$ cat config.mk
export PLATFORM = sky130hd
export DESIGN_NAME = bitmap_run_allocator_core
export DESIGN_NICKNAME = d
export VERILOG_FILES = /design/src/design/bra_pkg.sv /design/src/design/bra_datapath.sv /design/src/design/bra_ctrl.sv /design/src/design/bitmap_run_allocator_core.sv
export SDC_FILE = /design/constraint.sdc
export NUM_CORES = 2
export LEC_CHECK = 0
export BUFFER_PORTS_ARGS = -buffer_cell sky130_fd_sc_hd__clkbuf_2
export CAP_MARGIN = 5
export CORE_MARGIN = 8
export CORE_UTILIZATION = 57
export DETAILED_ROUTE_END_ITERATION = 8
export MAX_ROUTING_LAYER = met4
export PLACE_DENSITY = 0.85
export SLEW_MARGIN = 25
export SYNTH_ARGS = -nofsm -noshare
export SYNTH_HDL_FRONTEND = slang
export SYNTH_SLANG_ARGS = --single-unit
$ cat constraint.sdc
create_clock -name clk -period 8.5 [get_ports clk]
set_input_delay 1.7 -clock clk [delete_from_list [all_inputs] [get_ports clk]]
set_output_delay 1.7 -clock clk [all_outputs]
set_load 0.02 [all_outputs]
$ cat src/design/bra_pkg.sv
// Shared types and constants for the bitmap run allocator.
// Holds the opcode set and the command/status structs between controller and datapath.
// No dependencies.
package bra_pkg;

  // Operation codes carried by each transaction
  typedef enum logic [1:0] {
    OP_CLEAR = 2'd0,
    OP_TEST  = 2'd1,
    OP_SCAN  = 2'd2,
    OP_SET   = 2'd3
  } opcode_t;

  // Map geometry and register reset value
  localparam int unsigned   BYTE_W      = 8;
  localparam logic [7:0]    BIU_RESET   = 8'd128;

  // Controller to datapath commands
  typedef struct packed {
    logic load;     // latch transaction fields, rewind address, zero results
    logic init_wr;  // reset sweep: zero byte at address, advance
    logic clr_wr;   // clear-all sweep: zero byte at address if in use, advance
    logic rd_byte;  // read the byte holding bit_index
    logic modify;   // evaluate test, write back set
    logic scan;     // issue next scan read and evaluate returned byte
  } cmd_t;

  // Datapath to controller status
  typedef struct packed {
    logic init_last;  // reset sweep on its final byte
    logic clr_last;   // clear-all sweep on its final byte
    logic scan_ok;    // run length is non-zero and fits the bits in use
    logic scan_done;  // run found or final byte evaluated
  } sts_t;

endpackage

$ cat src/design/bra_datapath.sv
// Datapath of the bitmap run allocator: map memory, address counter, scan logic,
// configuration register and result registers.
// Depends on bra_pkg.
module bra_datapath
  import bra_pkg::*;
#(
  parameter int MAP_BYTES = 128
) (
  input  logic        clk,
  input  logic        rst_n,
  input  logic        cfg_wr_en,
  input  logic [7:0]  cfg_wr_data,
  input  opcode_t     in_opcode,
  input  logic [9:0]  in_bit_index,
  input  logic        in_set_value,
  input  logic [10:0] in_run_length,
  input  cmd_t        cmd,
  output sts_t        sts,
  output logic        out_found,
  output logic [9:0]  out_start_index,
  output logic        out_bit_value,
  output logic        out_index_error
);

  localparam int AW = (MAP_BYTES > 1) ? $clog2(MAP_BYTES) : 1;
  localparam int CW = (AW + 1 > 9) ? AW + 1 : 9;
  localparam logic [8:0]    ActCap   = (MAP_BYTES > 255) ? 9'd255 : 9'(MAP_BYTES);
  localparam logic [CW-1:0] InitLast = CW'(MAP_BYTES - 1);

  logic [7:0]        biu_r;
  logic [8:0]        act;
  logic [CW-1:0]     act_w;
  logic [11:0]       nbits;

  opcode_t           op_r;
  logic [9:0]        idx_r;
  logic              val_r;
  logic [10:0]       len_r;

  logic [CW-1:0]     addr_r, addr_nxt;
  logic              issue;
  logic              rd_vld_r;
  logic [7:0]        rd_pos_r;
  logic [10:0]       run_r;
  logic [BYTE_W-1:0] rdata_r;
  logic [BYTE_W-1:0] usage_map_r [MAP_BYTES];

  logic              we, re;
  logic [AW-1:0]     waddr, raddr, byte_addr;
  logic [BYTE_W-1:0] wdata;

  logic              idx_ok;
  logic [10:0]       run_v;
  logic              hit;
  logic [2:0]        hit_bit;
  logic [11:0]       start_calc;
  logic              scan_last;

  logic              found_r, bitv_r, err_r;
  logic [9:0]        start_r;

  // Configuration register: bytes in use
  always_ff @(posedge clk) begin
    if (!rst_n) begin
      biu_r <= BIU_RESET;
    end else if (cfg_wr_en) begin
      biu_r <= cfg_wr_data;
    end
  end

  // Clamp to the map size; bits in use are eight per byte
  assign act   = ({1'b0, biu_r} > ActCap) ? ActCap : {1'b0, biu_r};
  assign act_w = CW'(act);
  assign nbits = {act, 3'b000};

  // Latch transaction fields
  always_ff @(posedge clk) begin
    if (cmd.load) begin
      op_r  <= in_opcode;
      idx_r <= in_bit_index;
      val_r <= in_set_value;
      len_r <= in_run_length;
    end
  end

  assign idx_ok    = ({2'b00, idx_r} < nbits);
  assign byte_addr = idx_ok ? AW'(idx_r[9:3]) : '0;
  assign issue     = cmd.scan && (addr_r < act_w);

  // Address counter for sweeps and scan
  always_comb begin
    addr_nxt = addr_r;
    if (cmd.load) begin
      addr_nxt = '0;
    end else if (cmd.init_wr || cmd.clr_wr || issue) begin
      addr_nxt = addr_r + CW'(1);
    end
  end

  always_ff @(posedge clk) begin
    if (!rst_n) begin
      addr_r   <= '0;
      rd_vld_r <= 1'b0;
    end else begin
      addr_r   <= addr_nxt;
      rd_vld_r <= issue;
    end
  end

  // Memory port selection
  always_comb begin
    we    = 1'b0;
    waddr = addr_r[AW-1:0];
    wdata = '0;
    re    = 1'b0;
    raddr = byte_addr;
    if (cmd.init_wr) begin
      we = 1'b1;
    end else if (cmd.clr_wr && (addr_r < act_w)) begin
      we = 1'b1;
    end else if (cmd.modify && (op_r == OP_SET) && idx_ok) begin
      we    = 1'b1;
      waddr = byte_addr;
      wdata = rdata_r;
      wdata[idx_r[2:0]] = val_r;
    end
    if (cmd.rd_byte) begin
      re = 1'b1;
    end else if (issue) begin
      re    = 1'b1;
      raddr = addr_r[AW-1:0];
    end
  end

  // Map storage, registered read
  always_ff @(posedge clk) begin
    if (we) begin
      usage_map_r[waddr] <= wdata;
    end
    if (re) begin
      rdata_r <= usage_map_r[raddr];
    end
  end

  // Track which byte the read data belongs to
  always_ff @(posedge clk) begin
    if (issue) begin
      rd_pos_r <= addr_r[7:0];
    end
  end

  // Walk the eight bits of the returned byte, extending the free run
  always_comb begin
    run_v   = run_r;
    hit     = 1'b0;
    hit_bit = '0;
    for (int b = 0; b < BYTE_W; b++) begin
      if (rdata_r[b]) begin
        run_v = '0;
      end else begin
        run_v = run_v + 11'd1;
      end
      if (!hit && (run_v == len_r)) begin
        hit     = 1'b1;
        hit_bit = 3'(b);
      end
    end
  end

  assign start_calc = {1'b0, rd_pos_r, hit_bit} + 12'd1 - {1'b0, len_r};
  assign scan_last  = ({1'b0, rd_pos_r} == (act - 9'd1));

  always_ff @(posedge clk) begin
    if (cmd.load) begin
      run_r <= '0;
    end else if (cmd.scan && rd_vld_r) begin
      run_r <= run_v;
    end
  end

  // Result registers
  always_ff @(posedge clk) begin
    if (cmd.load) begin
      found_r <= 1'b0;
      start_r <= '0;
      bitv_r  <= 1'b0;
      err_r   <= 1'b0;
    end else if (cmd.modify) begin
      bitv_r <= (op_r == OP_TEST) && idx_ok && rdata_r[idx_r[2:0]];
      err_r  <= !idx_ok;
    end else if (cmd.scan && rd_vld_r && hit) begin
      found_r <= 1'b1;
      start_r <= start_calc[9:0];
    end
  end

  assign sts.init_last = (addr_r == InitLast);
  assign sts.clr_last  = ((addr_r + CW'(1)) >= act_w);
  assign sts.scan_ok   = (len_r != 11'd0) && ({1'b0, len_r} <= nbits);
  assign sts.scan_done = rd_vld_r && (hit || scan_last);

  assign out_found       = found_r;
  assign out_start_index = start_r;
  assign out_bit_value   = bitv_r;
  assign out_index_error = err_r;

`ifndef ASSERT_OFF
  // A scan never modifies the map
  a_scan_no_write: assert property (@(posedge clk) disable iff (!rst_n)
    cmd.scan |-> !we) else $error("map written during scan");

  // An out-of-range test or set leaves the map unchanged
  a_err_no_write: assert property (@(posedge clk) disable iff (!rst_n)
    (cmd.modify && !idx_ok) |-> !we) else $error("map written on index error");

  // A new transaction rewinds the address and the free run
  a_load_rewinds: assert property (@(posedge clk) disable iff (!rst_n)
    cmd.load |=> ((addr_r == '0) && (run_r == '0))) else $error("load did not rewind");
`endif

endmodule

$ cat src/design/bra_ctrl.sv
// Controller of the bitmap run allocator: one-hot state machine sequencing
// reset sweep, clear-all, test/set and scan. Depends on bra_pkg.
module bra_ctrl
  import bra_pkg::*;
(
  input  logic    clk,
  input  logic    rst_n,
  input  logic    start,
  input  opcode_t in_opcode,
  input  sts_t    sts,
  output cmd_t    cmd,
  output logic    busy,
  output logic    out_valid
);

  typedef enum logic [5:0] {
    ST_INIT  = 6'b000001,
    ST_IDLE  = 6'b000010,
    ST_CLEAR = 6'b000100,
    ST_READ  = 6'b001000,
    ST_MOD   = 6'b010000,
    ST_SCAN  = 6'b100000
  } state_t;

  state_t state_r, state_nxt;
  logic   done_r, done_nxt;

  // Next state and commands
  always_comb begin
    state_nxt = state_r;
    done_nxt  = 1'b0;
    cmd       = '0;
    case (state_r)
      ST_INIT: begin
        cmd.init_wr = 1'b1;
        if (sts.init_last) begin
          state_nxt = ST_IDLE;
        end
      end
      ST_IDLE: begin
        if (start) begin
          cmd.load = 1'b1;
          case (in_opcode)
            OP_CLEAR: state_nxt = ST_CLEAR;
            OP_SCAN:  state_nxt = ST_SCAN;
            default:  state_nxt = ST_READ;
          endcase
        end
      end
      ST_CLEAR: begin
        cmd.clr_wr = 1'b1;
        if (sts.clr_last) begin
          state_nxt = ST_IDLE;
          done_nxt  = 1'b1;
        end
      end
      ST_READ: begin
        cmd.rd_byte = 1'b1;
        state_nxt   = ST_MOD;
      end
      ST_MOD: begin
        cmd.modify = 1'b1;
        state_nxt  = ST_IDLE;
        done_nxt   = 1'b1;
      end
      ST_SCAN: begin
        cmd.scan = 1'b1;
        if (!sts.scan_ok || sts.scan_done) begin
          state_nxt = ST_IDLE;
          done_nxt  = 1'b1;
        end
      end
      default: begin
        state_nxt = ST_IDLE;
      end
    endcase
  end

  // State and result strobe
  always_ff @(posedge clk) begin
    if (!rst_n) begin
      state_r <= ST_INIT;
      done_r  <= 1'b0;
    end else begin
      state_r <= state_nxt;
      done_r  <= done_nxt;
    end
  end

  assign busy      = (state_r != ST_IDLE);
  assign out_valid = done_r;

`ifndef ASSERT_OFF
  // The strobe lasts a single cycle
  a_strobe_single: assert property (@(posedge clk) disable iff (!rst_n)
    done_r |=> !done_r) else $error("result strobe held");

  // A result is shown only once the block is free again
  a_strobe_idle: assert property (@(posedge clk) disable iff (!rst_n)
    done_r |-> (state_r == ST_IDLE)) else $error("result strobe while busy");

  // An accepted transaction always leaves idle
  a_accept_moves: assert property (@(posedge clk) disable iff (!rst_n)
    (start && (state_r == ST_IDLE)) |=> busy) else $error("transaction not started");
`endif

endmodule

$ cat src/design/bitmap_run_allocator_core.sv
// Bitmap first-fit allocator. Test/set reads the addressed byte, then evaluates and writes it back;
// clear-all zeroes each byte in use; a scan with a rejected length finds nothing, else it walks the bytes in use
// until a run is found or the final byte is evaluated (the scan walks one map byte a cycle out of the map
// memory). One transaction at a time; busy falls as the result shows, so the next start is taken in the strobe cycle.
// After reset the map is swept to zero with busy high; the receiver cannot stall.
// Depends on bra_pkg, bra_ctrl, bra_datapath.
module bitmap_run_allocator_core
  import bra_pkg::*;
#(
  parameter int MAP_BYTES = 128
) (
  input  logic        clk,
  input  logic        rst_n,
  input  logic        cfg_wr_en,
  input  logic [7:0]  cfg_wr_data,
  input  logic        start,
  output logic        busy,
  input  logic [1:0]  in_opcode,
  input  logic [9:0]  in_bit_index,
  input  logic        in_set_value,
  input  logic [10:0] in_run_length,
  output logic        out_valid,
  output logic        out_found,
  output logic [9:0]  out_start_index,
  output logic        out_bit_value,
  output logic        out_index_error
);

  cmd_t    cmd;
  sts_t    sts;
  opcode_t opcode;

  assign opcode = opcode_t'(in_opcode);

  // Sequence each transaction
  bra_ctrl u_ctrl (
    .clk       (clk),
    .rst_n     (rst_n),
    .start     (start),
    .in_opcode (opcode),
    .sts       (sts),
    .cmd       (cmd),
    .busy      (busy),
    .out_valid (out_valid)
  );

  // Map storage and scan
  bra_datapath #(
    .MAP_BYTES (MAP_BYTES)
  ) u_datapath (
    .clk             (clk),
    .rst_n           (rst_n),
    .cfg_wr_en       (cfg_wr_en),
    .cfg_wr_data     (cfg_wr_data),
    .in_opcode       (opcode),
    .in_bit_index    (in_bit_index),
    .in_set_value    (in_set_value),
    .in_run_length   (in_run_length),
    .cmd             (cmd),
    .sts             (sts),
    .out_found       (out_found),
    .out_start_index (out_start_index),
    .out_bit_value   (out_bit_value),
    .out_index_error (out_index_error)
  );

endmodule
; ---- Word level (Yosys, flattened, before mapping)
; Memories as Yosys holds them, arrays and structs flattened. A register that Yosys moved wholly into a read port is not among the register bits.
; Cells that the tools add are included.
[op_classes]
n_lt_le_gt_ge = 7
eq_ne = 24
reduce_logical = 36
n_bitwise = 2
addsub = 12
muxes = 61
[ops]
columns = cell, n
row1 = $add 11x1->11 const B, 8
row2 = $eq 11x11->1, 8
row3 = $mux 11, 8
row4 = $mux 7, 6
row5 = $mux 8, 4
row6 = $pmux 6 s5, 1
row7 = $mux 1, 27
row8 = $mux 6, 4
row9 = $logic_and 1x1->1, 18
row10 = $lt 10x12->1, 1
row11 = $mux 3, 4
row12 = $pmux 6 s2, 1
row13 = $le 11x11->1, 1
row14 = $reduce_bool 11->1, 1
row15 = $add 10x1->10 const B, 1
row16 = $sub 10x10->10, 1
row17 = $add 9x1->9 const B, 1
row18 = $eq 8x9->1, 1
row19 = $eq 9x7->1 const B, 1
row20 = $ge 9x9->1, 1
row21 = $logic_not 1->1, 9
row22 = $lt 9x9->1, 1
row23 = $sub 9x1->9 const B, 1
row24 = $bwmux 8, 1
row25 = 24 further kinds, 32
[totals]
elab_cells = 158
mem_bits_rw = 1024
output_inout_bits = 15
memories = 1
in_bits = 36
ff_bits = 81
[memory_table]
columns = memory, words, width, read_ports, rd_ports_with_merged_regs, write_ports, line_no
row1 = u_datapath.usage_map_r, 128, 8, 1, 1, 1, bra_datapath.sv:46  ; logic [BYTE_W-1:0] usage_map_r [MAP_BYTES];

; ---- Longest topological paths before layout
[depth]
ltp_word = 30
ltp_mapped = 47
mapped_depth_nobuf = 43

; ---- Hierarchy
; From an unflattened synthesis, not the netlist that was laid out.
[unflattened]
hier_cells = 3536
area_unflattened_um2 = 51642.0
[modules_own_cells]
columns = module, area_per_inst_um2, n_inst, seq_area_each_um2, cells_per_inst
row1 = bra_datapath, 51236.6, 1, 32791.4, 3494
row2 = bra_ctrl, 405.4, 1, 140.1, 42

; ---- Worst setup path after synthesis
; No wires, ideal clock.
[synth_timing]
kind = reg-to-reg
from = register u_datapath.rdata_r[0] (read register of u_datapath.usage_map_r)
to = register u_datapath.start_r[9] (netlist: u_datapath.out_start_index[9])
required_ns = 8.428
path_slack_ns = -0.096
path_stages_with_launch = 46
n_path_buf = 4
t_arrival_ns = 8.524
setup_ns = 0.072
period_less_slack_ns = 8.596
cell_sequence = edfxtp_1 > buf_2 > buf_2 > buf_2 > buf_1 > nor2b_1 > ha_1 > nor2b_1 > ha_1 > nand2_1 > inv_1 > ha_1 > nor2b_1 > ha_1 > nor2b_1 > ha_1 > inv_1 > nor2_1 > [10 not listed] > a31oi_1 > o21ai_0 > nand2b_1 > ha_1 > inv_1 > ha_1 > inv_1 > fa_1 > nor2b_1 > o21ai_0 > nand2b_1 > a21oi_1 > o21bai_1 > a21o_1 > a21oi_1 > xnor2_1 > nand2_1 > mux2i_1
[synth_between]
elab_chain_cells = 26
elab_cells_between_ends = 56
classes_between = add/sub (9) / eq/ne (8) / mux (23) / reduce/logical (16)
[synth_rtl]
columns = element, line_no
row1 = "start, declared", bra_datapath.sv:45  ; logic [BYTE_W-1:0] rdata_r;
row2 = $mux 11 *, bra_datapath.sv:158  ; if (rdata_r[b]) begin
row3 = branches (longest 25 deep; another with $add 11x1->11), --
row4 = "end signal, assigned", bra_datapath.sv:193  ; start_r <= start_calc[9:0];
row5 = "end, declared", bra_datapath.sv:60  ; logic [9:0] start_r;
; Every way passes the cells marked *.
; A chain may end at the register's enable or synchronous reset.

; ---- Worst setup path after layout
[layout_timing]
from = register u_datapath.run_r[1]
to = register u_datapath.start_r[9] (netlist: u_datapath.out_start_index[9])
[layout_between]
elab_chain_cells = 27
elab_cells_between_ends = 57
classes_between = add/sub (10) / eq/ne (8) / mux (23) / reduce/logical (16)
[layout_rtl]
columns = element, line_no
row1 = "start, declared", bra_datapath.sv:44  ; logic [10:0] run_r;
row2 = "start signal, assigned", bra_datapath.sv:177  ; run_r <= run_v;
row3 = $add 11x1->11 *, bra_datapath.sv:161  ; run_v = run_v + 11'd1;
row4 = $mux 11 *, bra_datapath.sv:158
row5 = branches (longest 25 deep; another with $add 11x1->11), --
; Marks and branches as above.

==> results.md <==
- Status: complete, no violations
- Clock root cell: clkbuf_16
- CTS tree: yes
- Register area: between 30000 and 40000 um2
- Std-Cell Rows: 110
- Max VDD drop: between 0.00015 and 0.0002 V
- Synth Area in Compound Gates: under 10%
- Largest net degree at the start of global routing: between 150 and 200
- Worst-Margin Slew: 1.10 ns
- HP Class: reg -> reg
- Slew HR: between 20% and 30%
- Critical Path RT: 9.09 ns
- Arrival time at the worst endpoint: ~8.5 ns
- CP Max Fanout: 5
- Post-synthesis xor/xnor area fraction: 2.58%
- R2R Path Start: u_datapath.run_r[1]
- Wire per inst: 23.8 um
- Post-DRT Antenna Nets: 0
- Io pins: 51
- Core ar.: around 90000 um2
- Fmax: roughly 130 MHz
- RePlAce Congestion: 0.938
- Slowest-stage cell, CP: or3_1
- CP endpoint: u_datapath.out_start_index[9]
- Critical path's largest stage delay: around 0.45 ns
- Fillers: 6294
- Post-layout min period: 7.93 ns
- Hold Vio Cnt, Final: 0
- Synth Area in Adders: 1.44%
- First-pass GRT wire length: 209000 um
- Synthesis Warnings: 0
- Post-synthesis async set-or-reset flop share: 0%
- Post-synthesis instance area: around 50000 um2
- Max-cap violations: 0
- Synth Net Count: between 4000 and 5000
- DIE HEIGHT: approximately 320 um
- DRC viols: 0
- Cells after DPL: 5556
- GRT Util Overall: around 28%
- Drt pass-1 iters: 9
- Initial antenna violation count: 3
- Mapped Avg Cell Area: 11.3 um2
- Clock buffer depth: 3
- CTS Hold Bufs: 0
- Clock insertion delay at the later pin of the skew report: ~0.67 ns
- FF+latch count, synth: 1113
- Post-synth EDFFs: approximately 1100
- Synth Area in Simple Gates: slightly below 20%
- Die width: 315 um
- Worst Setup Path Type: reg -> reg
- Reg-to-reg setup timing slack: 0.57 ns
- R2R cell count: 40
- Hold_ws: roughly 0.46 ns
- Slew Viols, Final: 0
- Skew final: 0.0201 ns
- Via-to-Cell Ratio: approximately 6.6
- Initial Utilization: 57.1%
- DP Area: roughly 53000 um2
- Initial DRC count: roughly 5600
- FF-to-FF End: u_datapath.out_start_index[9]
- Worst setup SP type: flip-flop
- Worst-path clk slew: 0.06 ns
- I/O Buffers: 50
- H-tree levels: 3
- Setup crit start: u_datapath.run_r[1]
- Seq/Total Area, Yosys: between 60% and 70%
- Routed wire length: 137000 um
- Final setup fails: 0
- P&R area growth vs syn: 10.9%
- Total CTS buffers: ~100
- NumNets Final: 4599
- Crit path capture type: flip-flop
- Vias in the first global route: around 36000
- P per Cell Area: around 210 nW/um2
- Layout cells sized above 1: roughly 10%
- Aggregate global routing overflow: 0
- Clock sinks: about 1100
- Finished Cell Area: 56600 um2
- Multi-input gate area: roughly 17000 um2
- Final HPWL DP: 81700 um
- Die area: 99500 um2
- Count of cell types in the netlist: about 110
- Pleak: between 20 and 25 nW
- Largest family of logic cells by synthesized area: simple AND/OR/NAND/NOR gates
- Cells after synthesis: 4521
- Vias post-DR: 37900
- Ys flop type: edfxtp_1
- Mux contribution to synthesized area: under 10%
- RSZ-0062 raised after global routing: no
- Crit share post-route: about 93%
- Final Non-Filler Cells: around 5800
## metal layers
layer | track usage, % | part of all wire [%] | wire length (um) | up-vias
li1 | - | - | - | 16500
met1 | 35.7 | 36 | 49300 | 18100
met2 | 42.7 | 47 | 64200 | 2780
met3 | 4.93 | 12 | 16700 | 471
met4 | 12.6 | 5.0 | 6870 | 0
met5 | - | 0 | 0 | -
## Yosys cell counts, drive strengths merged, types with 50 or more instances
cell | count | area (um2)
nand2 | 1126 | 4230
clkbuf | 248 | 931
buf | 53 | 234
nor2 | 245 | 925
edfxtp | 1064 | 32000
nand3 | 573 | 2870
a311oi | 163 | 1430
and3 | 85 | 532
a21oi | 101 | 513
xnor2 | 111 | 995
ha | 57 | 713
a31oi | 50 | 313
o21ai | 57 | 289
## flip-flops by register name, summed over array words and instances, names as in the netlist
name / cells
u_datapath.out_bit_value: 1
u_datapath.rdata_r: 8
u_datapath.rd_vld_r: 1
u_datapath.op_r: 2
u_datapath.idx_r: 10
u_datapath.out_found: 1
u_datapath.rd_pos_r: 8
u_ctrl.state_r: 6
u_datapath.addr_r: 9
u_datapath.run_r: 11
u_datapath.usage_map_r: 1024
u_datapath.biu_r: 8
u_datapath.out_index_error: 1
u_datapath.val_r: 1
u_datapath.out_start_index: 10
u_ctrl.out_valid: 1
u_datapath.len_r: 11
## placed cells by master, fill, tap and decap left out, drive strengths merged, types with 20 or more instances in the layout
cell type,count
inv,49
nand3,573
nor4,22
o21ai,57
nand4,27
edfxtp,1064
xor2,30
dfxtp,49
nor3,48
clkinv,58
and3,85
nand2b,27
a21o,21
mux2i,40
a21oi,101
a211oi,45
clkbuf,172
o211ai,20
a311oi,163
a31oi,50
ha,57
nor2b,21
nor2,245
xnor2,111
buf,129
nand2,1126
## where the power goes
| part | leakage (nW) | total [mW] | internal (mW) | switching, mW |
|---|---|---|---|---|
| logic | 6.57 | 1.30 | 0.458 | 0.838 |
| registers | 12.3 | 6.10 | 6.00 | 0.0944 |
| clock network | 1.62 | 4.55 | 2.53 | 2.02 |
| total | 20.5 | 11.9 | 8.99 | 2.95 |
## stage by stage
stage / utilization, % / setup TNS, ns / power [mW] / worst slack [ns]
3_5_place_dp: 59.1 / -0.0257 / 7.43 / -0.0257
2_1_floorplan: - / 0 / 7.06 / 0.119
4_1_cts: 62.8 / 0 / 11.9 / 0.0422
5_1_grt: 63.3 / 0 / 12.3 / 0.0151
6_report: 63.3 / 0 / 11.9 / 0.570
3_3_place_gp: 59.0 / 0 / 7.40 / 0.0902
## repair_timing
item / 4_1_cts / 5_1_grt
resized for setup: 4 / 56
pin swaps: 2 / 26
hold endpoints to repair: 0 / 0
setup endpoints to repair: 1 / 5
buffers inserted: 2 / 14
## kinds of logic after synthesis
family | after synthesis
buffers and inverters | 350
adders and majority gates | 58
muxes | 47
xor gates and xnor gates | 143
and+or+nand+nor | 2265
DFF | 1113
AOI/OAI and AO/OA | 545
## layout make-up
cell class	count	area share, %
sequential	1113	58.2
multi-input combinational	3058	30.5
clock buffer	122	4.79
timing repair buffer	179	2.61
tap	1176	2.60
clock inverter	68	1.03
inverter	49	0.325
antenna	3	0.0133
## worst min path at each step
stage                     slack [ns]  cells past startpoint                            end                           from
after floorplan                 0.43                      0         u_datapath.rd_pos_r[2]           u_datapath.addr_r[2]
after CTS                       0.46                      2  u_datapath.out_start_index[6]  u_datapath.out_start_index[6]
final                           0.46                      2  u_datapath.out_start_index[6]  u_datapath.out_start_index[6]
after global routing            0.49                      2  u_datapath.out_start_index[2]  u_datapath.out_start_index[2]
after global placement          0.44                      2           u_datapath.out_found           u_datapath.out_found
after detailed placement        0.45                      2  u_datapath.out_start_index[6]  u_datapath.out_start_index[6]
## critical path: cells and delay by family, from the launching register on
family,cells,cell delay (ns)
AO/OA/AOI/OAI,9,1.51
XOR/XNOR,4,0.73
adder cells (fa/ha/maj),8,2.15
buffers and inverters,4,0.30
flip-flops,1,0.32
multiplexers,1,0.14
AND/OR/NAND/NOR,14,2.71
(Power assumes the default switching activity.)
